<file path="src/skbm_pkg.sv">
// Shared types and constants for the sorted key/bit map.
package skbm_pkg;

  localparam int Capacity = 64;
  localparam int PosW     = $clog2(Capacity);
  localparam int CntW     = $clog2(Capacity + 1);

  typedef enum logic [3:0] {
    ACT_GET       = 4'd0,
    ACT_PUT       = 4'd1,
    ACT_DELETE    = 4'd2,
    ACT_APPEND    = 4'd3,
    ACT_REMOVE_AT = 4'd4,
    ACT_KEY_AT    = 4'd5,
    ACT_VALUE_AT  = 4'd6,
    ACT_SET_AT    = 4'd7,
    ACT_INDEX_KEY = 4'd8,
    ACT_INDEX_VAL = 4'd9,
    ACT_CLEAR     = 4'd10
  } action_t;

  localparam logic [1:0] ST_OK    = 2'd0;
  localparam logic [1:0] ST_FULL  = 2'd1;
  localparam logic [1:0] ST_RANGE = 2'd2;

  typedef struct packed {
    logic [3:0]         action;
    logic signed [31:0] key;
    logic               value;
    logic               default_value;
    logic [5:0]         position;
  } in_beat_t;

  typedef struct packed {
    logic               found;
    logic               value_out;
    logic signed [31:0] key_out;
    logic signed [7:0]  index_out;
    logic [6:0]         count_out;
    logic [1:0]         status;
  } out_beat_t;

  // Broadcast from the controller to every cell.
  typedef struct packed {
    logic        shift_in;   // cells above pos take left neighbour, cell at pos takes key
    logic        shift_out;  // cells at or above pos take right neighbour
    logic        write_val;  // cell at pos takes value
    logic [31:0] key;
    logic        value;
    logic [PosW-1:0] pos;
  } cell_cmd_t;

endpackage

</file>
<file path="src/skbm_cell.sv">
// One table entry: holds a key and a bit, compares and shifts with neighbours.
module skbm_cell (
  input  logic                    clk,
  input  logic [skbm_pkg::PosW-1:0] idx,
  input  skbm_pkg::cell_cmd_t     cmd,
  input  logic [31:0]             key_left,
  input  logic                    bit_left,
  input  logic [31:0]             key_right,
  input  logic                    bit_right,
  input  logic [31:0]             probe_key,
  output logic [31:0]             key_q,
  output logic                    bit_q,
  output logic                    less,
  output logic                    equal
);
  import skbm_pkg::*;

  logic [31:0] key_r;
  logic        bit_r;

  always_ff @(posedge clk) begin
    if (cmd.shift_in && idx > cmd.pos) begin
      key_r <= key_left;
      bit_r <= bit_left;
    end else if (cmd.shift_in && idx == cmd.pos) begin
      key_r <= cmd.key;
      bit_r <= cmd.value;
    end else if (cmd.shift_out && idx >= cmd.pos) begin
      key_r <= key_right;
      bit_r <= bit_right;
    end else if (cmd.write_val && idx == cmd.pos) begin
      bit_r <= cmd.value;
    end
  end

  assign key_q = key_r;
  assign bit_q = bit_r;
  assign less  = $signed(key_r) < $signed(probe_key);
  assign equal = key_r == probe_key;
endmodule

</file>
<file path="config.mk">
export PLATFORM = sky130hd
export DESIGN_NAME = skbm_cell
export DESIGN_NICKNAME = d
export VERILOG_FILES = /design/src/skbm_pkg.sv /design/src/skbm_cell.sv
export SDC_FILE = /design/constraint.sdc
export NUM_CORES = 1
export LEC_CHECK = 0
export BUFFER_PORTS_ARGS = -buffer_cell sky130_fd_sc_hd__buf_2
export CAP_MARGIN = 0
export CELL_PAD_IN_SITES_DETAIL_PLACEMENT = 2
export CELL_PAD_IN_SITES_GLOBAL_PLACEMENT = 2
export CORE_UTILIZATION = 22
export DETAILED_ROUTE_END_ITERATION = 8
export PLACE_DENSITY = 0.86
export SLEW_MARGIN = 20
export SYNTH_ARGS = -nofsm -noshare
export SYNTH_HDL_FRONTEND = slang
export SYNTH_SLANG_ARGS = --single-unit
</file>
<file path="constraint.sdc">
create_clock -name clk -period 4.5 [get_ports clk]
set_input_delay 0.45 -clock clk [delete_from_list [all_inputs] [get_ports clk]]
set_output_delay 0.45 -clock clk [all_outputs]
set_load 0.02 [all_outputs]
</file>
==> results_dict.tcl, run 1 <==
set metrics [dict create \
    die_h_um 112 \
    synthCells 285 \
    drt-total-wl_um 10100 \
    ys_types 34 \
    synth_compound_area_share_pct 13.8 \
    vdd.ir_drop.worst_mv 0.126 \
    area_delta_synth_final_pct 45.6 \
    dpl_cell_area_sq_mm 0.00373 \
    wl_per_cell_um 16.5 \
    hp-class "input pin to register" \
    n_fill_cell 1354 \
    routabilityCongestion 0.772 \
    ant_nets 0 \
    synth_ff_type "edfxtp_1" \
    grt_pass1_wl_um 15400 \
    yosysSeqAreaShare_pct 36.9 \
    fmax_ghz 0.360 \
    path_class "register to primary output" \
    grt_max_degree 67 \
    slew_viol_final 0 \
    cp_max_fo 3 \
    synth_fp_nets 470 \
    tightest_slew_ns 0.568 \
    grt_antenna_before_repair 0 \
    coreArea_sq_mm 0.0117 \
    worstPathRequired_ns 4.05 \
    yosys.area.top_type "edfxtp_1" \
    synth_xor_area_share_pct 0 \
    hpwl_um 8580 \
    crit_start "key_q[13]" \
    worstHoldStart "cmd[39]" \
    rows 39 \
    drtIter0Drc 36 \
    htreeDepth 2 \
    synth.area.top_cells "edfxtp_1 37%, ha_1 18%, mux2i_1 12%, a21oi_1 8.6%, inv_1 5.7%" \
    grt_usage_pct 15.5 \
    grt_pass1_vias 3234 \
    end_kind "primary output" \
    cts_tree "yes" \
    clkTransAtPathRegs_ns 0.06 \
    cts_resized 0 \
    grt_overflow 0 \
    hold_viol 0 \
    outcome "complete, no violations" \
    synth_top_family_by_area "adder cells" \
    final_layout_size_suffix_gt1_share_pct 41.8 \
    cts_setup_buffers 0 \
    synth_seq_cells 33 \
    n_antenna_cell 0 \
    yosysTopAreaCellShare_pct 36.9 \
    muxShareOfSynthArea_pct 11.9 \
    synthAdderAreaFrac_pct 17.7 \
    drtPass1Iterations 4 \
    async_flop_share_pct 0 \
    regArea_sq_um 991 \
    cts_hold_buf 0 \
    ios 182 \
    die_w_um 112 \
    fin_setup_tns_ns 0 \
    multi_input_area_sq_mm 0.00149 \
    synth_edf_count 33 \
    rsz0062_at_grt "no" \
    initial_core_util_pct 23.0 \
    cts_buffers 5 \
    fin_crit_ns 2.78 \
    drv_cap 0 \
    die_area_sq_mm 0.0127 \
    clkSinkCount 33 \
    crit_arrival_ns 2.33 \
    critPathLaunchType "register" \
    synth_area_sq_mm 0.00269 \
    fin_crit_sh_pct 61.7 \
    slew-limit-headroom_pct 62.1 \
    avgSynthCellArea_sq_um 9.42 \
    ys_warn_count 0 \
    power.density_mw_per_mm2 299 \
    worstHoldEndpoint "bit_q" \
    drc 0 \
    vias_per_cell 4.64 \
    clockRootBuffer "clkbuf_16" \
    vias 2825 \
    min_path_cells 2 \
    setup_viol 0 \
    portBuffers 181 \
    synthSimpleGateAreaFrac_pct 11.5 \
    stdcell_area_sq_mm 0.00391 \
    nets 651 \
    static-leakage-power_nw 1.93 \
    cts_buffer_depth 2 \
]
cells in the mapped netlist (2+ instances only):
cell type / instances
nor2_1: 37
nand4_1: 9
buf_2: 5
o211ai_1: 2
a21oi_1: 46
clkbuf_1: 2
mux2i_1: 32
nand2_1: 8
ha_1: 38
inv_1: 41
o21ai_0: 4
nand3_1: 2
nor4_1: 2
buf_6: 3
a21o_1: 3
edfxtp_1: 33
flip-flops by register name, indices dropped and copies added (netlist names):
register  cells
bit_q         1
key_q        32
cell type report:
cell class	count	share of cell area (%)
repair buffers	184	24.6
well taps	143	4.58
inverters	41	3.94
clock buffers	6	3.30
multi-input cells	201	38.2
flip-flops and latches	33	25.4
clock inverters	1	0.0960
routing by layer:
layer | global-route usage [%] | wire [um] | up-vias
met5 | 0 | 0 | -
met4 | 3.38 | 112 | 0
met1 | 15.6 | 3740 | 1341
met3 | 3.51 | 577 | 6
li1 | - | - | 1383
met2 | 31.8 | 5640 | 95
how the worst max path moves through the flow:
| stage | end | slack (ns) | cells past startpoint |
|---|---|---|---|
| detailed placement | key_q[17] | 1.57 | 9 |
| global placement | key_q[29] | 1.72 | 9 |
| global route | less | 1.57 | 7 |
| CTS | less | 1.67 | 7 |
| finish | less | 1.72 | 7 |
| floorplan | bit_q | 1.11 | 7 |
worst max-delay path, cell delays in order, from the launching register on:
cell	delay, ns
edfxtp_1	0.41
ha_1	0.34
nand4_1	0.16
nor4_1	0.47
a21boi_0	0.24
o31a_1	0.18
o22ai_1	0.07
buf_2	0.18
cells by family after synthesis:
kind of cell | count (synthesis)
DFF | 33
and+or+nand+nor | 66
muxes | 32
adders and majority gates | 38
AOI/OAI and AO/OA | 65
buffers and inverters | 51
where the power goes:
part	switching, W	internal (W)	leakage (nW)
combinational	0.000240	0.000173	1.55
sequential	0.0000318	0.000404	0.315
clock	0.000120	0.000200	0.0644
total	0.000392	0.000777	1.93
per-stage QoR:
step | hold WS [ns] | util (%) | cells | total power (W) | setup slack (ns)
3_5_place_dp | 0.762 | 32.0 | 600 | 0.000853 | 1.57
6_report | 0.479 | 33.5 | 609 | 0.00117 | 1.72
3_3_place_gp | 0.747 | 32.0 | 600 | 0.000822 | 1.72
4_1_cts | 0.475 | 33.1 | 607 | 0.00118 | 1.67
5_1_grt | 0.476 | 33.5 | 609 | 0.00125 | 1.57
2_1_floorplan | 0.663 | - | 285 | 0.000665 | 1.11
layout by cell type, fill, tap and decap left out, types with 2 or more instances in the layout:
cell type    n
buf_2      181
a21oi_1     45
inv_1       41
ha_1        38
nor2_1      37
edfxtp_1    33
mux2i_1     32
nand4_1      9
nand2_1      8
clkbuf_16    5
o21ai_0      4
a21o_1       3
o211ai_1     2
nand3_1      2
nor4_1       2
Power figures use the tool's default switching activity.
==> run 2: changes to the inputs <==
- clock period: 4.5 -> 2.77 ns (I/O delays scaled with it)
==> results_dict.tcl, run 2 (synthesized netlist as in run 1, its figures left out) <==
set metrics [dict create \
    end_kind "primary output" \
    nets 652 \
    grt_usage_pct 16.7 \
    wl_per_cell_um 16.9 \
    rows 39 \
    fin_setup_tns_ns 0 \
    drtIter0Drc 53 \
    vdd.ir_drop.worst_mv 0.179 \
    worstHoldEndpoint "bit_q" \
    clkSinkCount 33 \
    cp_max_fo 3 \
    drtPass1Iterations 4 \
    netSwitchingFraction_pct 32.6 \
    crit_arrival_ns 2.30 \
    vias_per_cell 4.64 \
    portBuffers 181 \
    cts_buffer_depth 2 \
    layout_commonest_cell "buf_2" \
    ios 182 \
    pwr-share-seq_pct 35.0 \
    die_area_sq_mm 0.0127 \
    setup_viol 0 \
    cts_tree "yes" \
    worstHoldStart "cmd[39]" \
    die_h_um 112 \
    power.density_mw_per_mm2 508 \
    final_cell_mix "181 x buf_2, 45 x a21oi_1, 41 x inv_1" \
    hp-class "input pin to register" \
    p_clk_share_pct 31.2 \
    worstPathRequired_ns 2.49 \
    n_antenna_cell 0 \
    outcome "complete, no violations" \
    routabilityCongestion 0.737 \
    slew_viol_final 0 \
    crit_start "key_q[14]" \
    min_path_cells 2 \
    slew-limit-headroom_pct 72.5 \
    hpwl_um 8970 \
    grt_antenna_before_repair 0 \
    tightest_slew_ns 0.412 \
    p_switching_w 0.000655 \
    htreeDepth 2 \
    final_layout_size_suffix_gt1_share_pct 42.3 \
    critPathLaunchType "register" \
    hold_viol 0 \
    vias 2834 \
    combPwrFrac_pct 33.8 \
    fmax_ghz 0.388 \
    rsz0062_at_grt "no" \
    grt_max_degree 47 \
    drt-total-wl_um 10400 \
    fin_crit_ns 2.58 \
    die_w_um 112 \
    path_class "register to primary output" \
    clockRootBuffer "clkbuf_16" \
    initial_core_util_pct 23.0 \
    finalPower_w 0.00201 \
    grt_pass1_wl_um 16400 \
    clkTransAtPathRegs_ns 0.06 \
    grt_overflow 0 \
    grt_pass1_vias 3178 \
    fin_crit_sh_pct 93.1 \
    ant_nets 0 \
    coreArea_sq_mm 0.0117 \
    p_int_w 0.00135 \
    drc 0 \
    largest_reg_flops 32 \
    static-leakage-power_nw 1.96 \
    cts_hold_buf 0 \
    cts_buffers 5 \
    drv_cap 0 \
    area_delta_synth_final_pct 47.3 \
]
-- run 2: changes by cell type in the layout (fill, tap and decap cells not counted), sizes merged --
cell	delta
buf	+1
bufinv	+1
-- run 2: metrics by stage --
step	instance area (sq um)	hold WS, ns	cells	setup slack, ns	util (%)
floorplan	2690	0.490	285	0.264	-
global placement	3780	0.585	603	0.102	32.4
detailed placement	3780	0.577	603	0.204	32.4
CTS	3950	0.294	611	0.0151	33.8
global route	3950	0.313	611	0.00339	33.9
finish	3950	0.301	611	0.190	33.9
-- run 2: layout make-up --
class                   count  area, sq um
clock inverters             2         33.8
well taps                 143          179
multi-input cells         201         1510
clock buffers               6          129
flip-flops and latches     33          991
inverters                  41          154
repair buffers            185          961
fillers                  1346         7710
-- run 2: worst max path at each step --
| stage | slack (ns) | depth (start not counted) | end |
|---|---|---|---|
| 2_1_floorplan | 0.26 | 7 | bit_q |
| 4_1_cts | 0.02 | 7 | less |
| 5_1_grt | 0.003 | 7 | less |
| 6_report | 0.19 | 7 | less |
| 3_5_place_dp | 0.20 | 7 | less |
| 3_3_place_gp | 0.10 | 7 | less |
-- run 2: layer usage --
layer	track usage [%]	up-vias	share of wire (%)
li1	-	1384	-
met1	17.5	1345	38
met2	34.1	95	56
met3	2.70	10	4.3
met4	4.53	0	1.7
met5	0	-	0
-- run 2: repair_timing --
item                                   CTS  global route
setup endpoints to repair                1             1
buffers inserted                         0             0
resized for setup                        1             2
endpoints found under the hold margin    0             0
-- run 2: power groups by stage --
stage | combinational (W) | sequential [W] | clock, W
floorplan | 0.000273 | 0.000807 | 0
global placement | 0.000642 | 0.000709 | 0
detailed placement | 0.000685 | 0.000716 | 0
CTS | 0.000690 | 0.000706 | 0.000645
global route | 0.000756 | 0.000712 | 0.000669
finish | 0.000679 | 0.000703 | 0.000628
-- run 2: worst max-delay path, cell delays in order, from the launching register on --
cell and delay, ns:
edfxtp_1 0.39, ha_1 0.34, a21oi_1 0.18, nand2_1 0.07, a221o_1 0.41, o31a_1 0.32, o22ai_1 0.13, buf_2 0.20
